<file path="src/rtl/core/aps_pkg.sv">
// ----------------------------------------------------------------------------
// aps_pkg: shared definitions for the audio peak envelope store
// Command codes, configuration register indexes, fixed-point constants and
// the control structs passed between the sequencer, divider and bucket memory.
// ----------------------------------------------------------------------------
package aps_pkg;

  // Command codes carried by an input word.
  localparam int CMD_W = 2;
  localparam logic [CMD_W-1:0] CMD_CLEAR = 2'd0;
  localparam logic [CMD_W-1:0] CMD_FRAME = 2'd1;
  localparam logic [CMD_W-1:0] CMD_QUERY = 2'd2;

  // Configuration register indexes.
  localparam int CFG_IDX_W  = 4;
  localparam int CFG_DATA_W = 16;
  localparam logic [CFG_IDX_W-1:0] CFG_SPB   = 4'd0;
  localparam logic [CFG_IDX_W-1:0] CFG_CHANS = 4'd1;

  localparam int SPB_W   = 16;
  localparam int CHANS_W = 3;
  localparam logic [SPB_W-1:0]   SPB_RESET   = 16'd256;
  localparam logic [CHANS_W-1:0] CHANS_RESET = 3'd2;

  // Sample ports on the frame interface.
  localparam int IN_CHANNELS = 4;
  localparam int CH_W        = 2;

  // Range bounds and the Q1.15 answer.
  localparam int RANGE_W   = 32;
  localparam int LOUD_W    = 16;
  localparam int FRAC_BITS = 15;
  localparam logic [LOUD_W-1:0] LOUD_ONE = 16'h8000;

  typedef struct packed {
    logic wr_en;
    logic rd_en;
  } mem_ctl_t;

  typedef struct packed {
    logic busy;
    logic done;
  } div_sts_t;

endpackage

</file>
<file path="src/rtl/core/aps_div.sv">
// ----------------------------------------------------------------------------
// aps_div: shared restoring divider
// Produces one quotient bit per cycle; operands are captured on start.
// ----------------------------------------------------------------------------
module aps_div #(
  parameter int DW = 33,
  parameter int VW = 16
) (
  input  logic              clk,
  input  logic              rst_n,
  input  logic              start,
  input  logic [DW-1:0]     dividend,
  input  logic [VW-1:0]     divisor,
  output aps_pkg::div_sts_t sts,
  output logic [DW-1:0]     quotient
);
  import aps_pkg::*;

  localparam int CW = $clog2(DW + 1);

  logic [DW-1:0] quo_r, quo_nxt;
  logic [VW-1:0] rem_r, rem_nxt;
  logic [VW-1:0] dvs_r, dvs_nxt;
  logic [CW-1:0] cnt_r, cnt_nxt;
  logic          busy_r, busy_nxt;
  logic          done_r, done_nxt;
  logic [VW:0]   rem_sh;
  logic [VW:0]   rem_sub;

  always_comb begin
    rem_sh   = {rem_r, quo_r[DW-1]};
    rem_sub  = rem_sh - {1'b0, dvs_r};
    quo_nxt  = quo_r;
    rem_nxt  = rem_r;
    dvs_nxt  = dvs_r;
    cnt_nxt  = cnt_r;
    busy_nxt = busy_r;
    done_nxt = 1'b0;
    if (start) begin
      quo_nxt  = dividend;
      rem_nxt  = '0;
      dvs_nxt  = divisor;
      cnt_nxt  = CW'(DW);
      busy_nxt = 1'b1;
    end else if (busy_r) begin
      // A clear top bit of the trial difference means the divisor fits.
      quo_nxt = {quo_r[DW-2:0], ~rem_sub[VW]};
      rem_nxt = rem_sub[VW] ? rem_sh[VW-1:0] : rem_sub[VW-1:0];
      cnt_nxt = cnt_r - 1'b1;
      if (cnt_r == CW'(1)) begin
        busy_nxt = 1'b0;
        done_nxt = 1'b1;
      end
    end
  end

  always_ff @(posedge clk) begin
    if (!rst_n) begin
      cnt_r  <= '0;
      busy_r <= 1'b0;
      done_r <= 1'b0;
    end else begin
      cnt_r  <= cnt_nxt;
      busy_r <= busy_nxt;
      done_r <= done_nxt;
    end
  end

  always_ff @(posedge clk) begin
    quo_r <= quo_nxt;
    rem_r <= rem_nxt;
    dvs_r <= dvs_nxt;
  end

  assign sts.busy = busy_r;
  assign sts.done = done_r;
  assign quotient = quo_r;

endmodule
</file>
<file path="config.mk">
export PLATFORM = sky130hd
export DESIGN_NAME = aps_div
export DESIGN_NICKNAME = d
export VERILOG_FILES = /design/src/rtl/core/aps_pkg.sv /design/src/rtl/core/aps_div.sv
export SDC_FILE = /design/constraint.sdc
export NUM_CORES = 1
export LEC_CHECK = 0
export BUFFER_PORTS_ARGS = -buffer_cell sky130_fd_sc_hd__buf_2
export CAP_MARGIN = 20
export CORE_MARGIN = 5
export CORE_UTILIZATION = 35
export DETAILED_ROUTE_END_ITERATION = 7
export HOLD_SLACK_MARGIN = 0.15
export PLACE_DENSITY = 0.61
export SLEW_MARGIN = 20
export SYNTH_ARGS = -nofsm -noshare
export SYNTH_HDL_FRONTEND = slang
export SYNTH_SLANG_ARGS = --single-unit
export TNS_END_PERCENT = 100
</file>
<file path="constraint.sdc">
create_clock -name clk -period 3.4 [get_ports clk]
set_input_delay 0.51 -clock clk [delete_from_list [all_inputs] [get_ports clk]]
set_output_delay 0.51 -clock clk [all_outputs]
set_load 0.03 [all_outputs]
</file>
# [Word level (Yosys, flattened, before mapping)]
# Cells that the tools add are included.
# W data, S select, Z words.
[word_totals] out_inout_bits=35 regBits=73 word_cells=25 in_bits=52
[op_classes] eq_ne=1 n_bitwise=3 mux=9 reduce_logical=3 add_sub_neg=2
[op_table] operator="$mux W33" count=2
[op_table] operator="$sub A17 B16 Y17" count=1
[op_table] operator="$mux W16" count=1
[op_table] operator="$mux W6" count=2
[op_table] operator="$eq A6 B1 Y1 const B" count=1
[op_table] operator="$sub A6 B1 Y6 const B" count=1
[op_table] operator="$mux W1" count=4
[op_table] operator="$not A1 Y1" count=3
[op_table] operator="$reduce_or A3 Y1" count=1
[op_table] operator="$reduce_bool A2 Y1" count=1
[op_table] operator="$reduce_or A2 Y1" count=1

# [Longest topological paths before layout]
[logic_depth] ltp_word=4 depth_mapped=11

# [Least setup slack after synthesis]
# No wires, ideal clock.
[synth_path] path_type="register to register" from="register quo_r[32], in the netlist quotient[32]" to="register rem_r[10]" setup_slack_ns=0.620 stages_incl_launch_ff=11 period_less_slack_ns=2.780 path_buffers=1 setup_time_ns=0.091 arrival_time_ns=2.689 cell_sequence="edfxtp_1 -> inv_1 -> ha_1 -> fa_1 -> nor2b_1 -> o31ai_2 -> a211o_1 -> a21bo_1 -> buf_6 -> a221o_1 -> a311oi_1"
[synth_via] elab_chain_len=2
[synth_lines] element="start, declared" line_no="aps_div.sv:21" text="logic [DW-1:0] quo_r, quo_nxt;"
[synth_lines] element="start signal, assigned" line_no="aps_div.sv:70" text="quo_r <= quo_nxt;"
[synth_lines] element="$sub A17 B16 Y17" line_no="aps_div.sv:32" text="rem_sub = rem_sh - {1'b0, dvs_r};"
[synth_lines] element="$mux W16" line_no="aps_div.sv:48" text="rem_nxt = rem_sub[VW] ? rem_sh[VW-1:0] : rem_sub[VW-1:0];"
[synth_lines] element="end signal, assigned" line_no="aps_div.sv:71" text="rem_r <= rem_nxt;"
[synth_lines] element="end, declared" line_no="aps_div.sv:22" text="logic [VW-1:0] rem_r, rem_nxt;"
# No other way between the ends.
# A chain may end at the register's enable or synchronous reset.

# [Worst setup path in the final report]
# Ends and elaborated chain as after synthesis.

==> reports/qor.csv <==
stage,metric,value,unit
global_routing,grt.busiest_layer,met2,
power,powerDensity,505,nW/um^2
synthesis,synth-main-ff-cell,edfxtp_1,
clock_network,clkLatencyLatePin,0.35,ns
synthesis,synth-async-reset-ratio,0,
sta,hold_viol_final,0,
power,ir_drop,0.247,mV
sta,slew_viol_final,0,
global_routing,grt.total_usage,0.140,
clock_network,post_cts_buffers,0,
final_layout,drive_gt1_frac,0.324,
synthesis,synthMuxAreaShare,0.101,
detailed_routing,drc,0,
final_layout,layout_commonest_cell,buf_2,
detailed_routing,drtIter0Drc,153,
worst_setup_path,worst_setup_path_start_kind,flip-flop,
power,p_comb_frac,0.188,
global_routing,met3_usage,0.0474,
sta,fin_tns_setup,0,ns
synthesis,postSynthCellCount,353,
clock_network,numCtsBuffers,9,
synthesis,synth_fa_ha_area_frac,0.0633,
clock_network,cts-hold-fix-buffers,0,
power,p_sw_frac,0.283,
synthesis,syn_nets,424,
sta,worst_slew_pin_slew,0.908,ns
clock_network,cts_tree,built,
die,fp.dieH,115,um
synthesis,ys_ff_latch,73,
worst_setup_path,worst-endpoint-required,3.67,ns
worst_setup_path,end_kind,flip-flop,
die,die_w,115,um
synthesis,synth_compound_area_frac,0.143,
die,io_pins,87,
power,p_switching,671,uW
sta,fin_crit,2.90,ns
worst_setup_path,crit_fanout,17,
place,port_buffers,86,
global_routing,grt_pass1_wl,14.8,mm
sta,timing.final.crit_share,0.854,
detailed_routing,ant_nets,0,
synthesis,synthSimpleGateAreaFrac,0.113,
clock_network,cts-root-buf,clkbuf_8,
power,power_leakage,0.00195,uW
synthesis,synthesis.area,3870,sq um
sta,max_freq,344,MHz
final_layout,diodes,0,
detailed_routing,viasPerCell,5.14,
synthesis,syn_area_per_cell,11.0,sq um
synthesis,ys_warn_count,0,
sta,rsz0062_at_grt,false,
detailed_routing,num_vias,3005,
worst_hold_path,hold_class,in -> reg,
place,routabilityCongestion,0.869,
job,drv_cap,0,
power,pwr-share-clk,0.360,
die,row_count,38,
status,status,"finished, final reports clean",
place,hpwlAfterDp,6.58,mm
worst_setup_path,arrival,3.17,ns
power,seqPwrFrac,0.452,
detailed_routing,drt_first_pass_iters,4,
final_layout,syn_to_final_growth,21.3,%
clock_network,cts_resized,0,
die,start_util,0.357,
final_layout,fillers,1028,
synthesis,synth_cell_type_count,52,
clock_network,cts.path.max_buffers,2,
global_routing,gr-total-overflow,0,
global_routing,grt_util_met2,0.209,
synthesis,yosysSeqAreaShare,0.504,
sta,clock_skew,0.00761,ns
detailed_routing,wl,9.02,mm
sta,fin_ws,0.497,ns
global_routing,grtUsageMet1,0.185,
clock_network,htreeDepth,3,
final_layout,mostFrequentLayoutCells,"86 x buf_2, 49 x edfxtp_1, 34 x mux2_2, 28 x nor2_1, 26 x nand2_1",
clock_network,clock-sinks,73,
detailed_routing,wl_per_cell,15.4,um
die,dieArea,13300,sq um
place,detailedPlace.worstSlack,0.511,ns
sta,timing.slew.headroom,0.392,
die,coreArea,10800,sq um
global_routing,grt_max_degree,34,
final_layout,fin_util,0.433,
sta,setup_viol,0,
global_routing,grt_pass1_vias,3097,
power,intPower,1700,uW
synthesis,synth_top_family_by_area,compound AO/OA/AOI/OAI gates,
worst_setup_path,crit_type,reg -> reg,
synthesis,synthXorXnorAreaFrac,0.0317,
final_layout,nets,511,
synthesis,synth_edf_count,49,
final_layout,multi_input_comb_area,1750,sq um
clock_network,clk_pin_slew_worst_paths,0.09,ns
final_layout,seq_area,1950,sq um
global_routing,antenna_found_initial,0,
flip-flops by register name, summed over array words and instances (netlist names):
name and count:
done_r 1, rem_r 16, cnt_r 6, busy_r 1
dvs_r 16, quotient 33
worst paths after layout:
path | from | to | slack [ns] | cells after the start
setup reg to reg | quotient[32]$_DFFE_PP_ | rem_r[10]$_SDFFE_PP0P_ | 0.50 | 9
hold / removal | divisor[3] | dvs_r[3]$_DFFE_PP_ | 0.33 | 1
hold reg to reg | rem_r[12]$_SDFFE_PP0P_ | rem_r[12]$_SDFFE_PP0P_ | 0.50 | 2
setup / recovery | quotient[32]$_DFFE_PP_ | rem_r[10]$_SDFFE_PP0P_ | 0.50 | 9
logic make-up (layout without fill, tap and decap cells):
| kind of cell | Yosys count | after routing |
|---|---|---|
| DFF | 73 | 73 |
| AOI/OAI and AO/OA | 78 | 78 |
| muxes | 35 | 35 |
| and+or+nand+nor | 93 | 93 |
| adders and majority gates | 19 | 19 |
| buffers and inverters | 41 | 133 |
| xor gates and xnor gates | 14 | 14 |
cell type report:
type | count | share of cell area
inverter | 25 | 0.0200
multi-input combinational | 239 | 0.373
timing repair buffer | 92 | 0.101
clock inverter | 7 | 0.0269
clock buffer | 9 | 0.0264
sequential | 73 | 0.415
tap | 140 | 0.0373
metal layers:
layer	vias up	wire, um
met4	0	163
met2	106	3980
met5	-	0
met1	1398	4160
met3	16	707
li1	1485	-
stage by stage:
stage               total power [uW]  area [sq um]  std cells  hold slack [ns]
detailed placement              1540          4450        569            0.492
CTS                             2400          4700        585            0.305
floorplan                       1400          3870        353            0.455
global route                    2490          4700        585            0.304
finish                          2370          4700        585            0.329
global placement                1530          4450        569            0.480
cell usage after synthesis (all sizes together), types with 3 or more instances:
library cell,number,area (sq um)
nand2b,3,18.8
nand2,26,97.6
ha,18,225
o311ai,4,35.0
buf,4,31.3
nand4,9,56.3
or3,3,18.8
dfxtp,24,480
a211o,3,26.3
inv,25,93.8
xor2,5,43.8
xnor2,9,78.8
o21a,5,37.5
a211oi,4,30.0
nor3,3,15.0
o21ai,16,80.1
o211ai,5,37.5
edfxtp,49,1470
a311oi,4,35.0
nor2b,3,18.8
o31ai,3,27.5
nand3,9,45.0
a21o,3,22.5
clkbuf,12,45.0
mux2,34,383
a21oi,13,65.1
nor2,28,105
critical path, stage by stage (launching register included):
cell,delay [ns]
edfxtp_1,0.37
inv_1,0.05
ha_1,0.21
fa_1,0.39
nor2b_1,0.26
o31ai_2,0.15
a211o_1,0.33
a21bo_1,0.40
a221o_1,0.42
a311oi_1,0.24
power by group through the flow:
stage | clock [uW] | sequential [uW] | combinational, uW
finish | 854 | 1070 | 445
global route | 917 | 1080 | 488
CTS | 876 | 1070 | 446
detailed placement | 0 | 1090 | 444
global placement | 0 | 1090 | 440
floorplan | 0 | 1170 | 230
No activity file was read; power rests on OpenSTA's default activity.
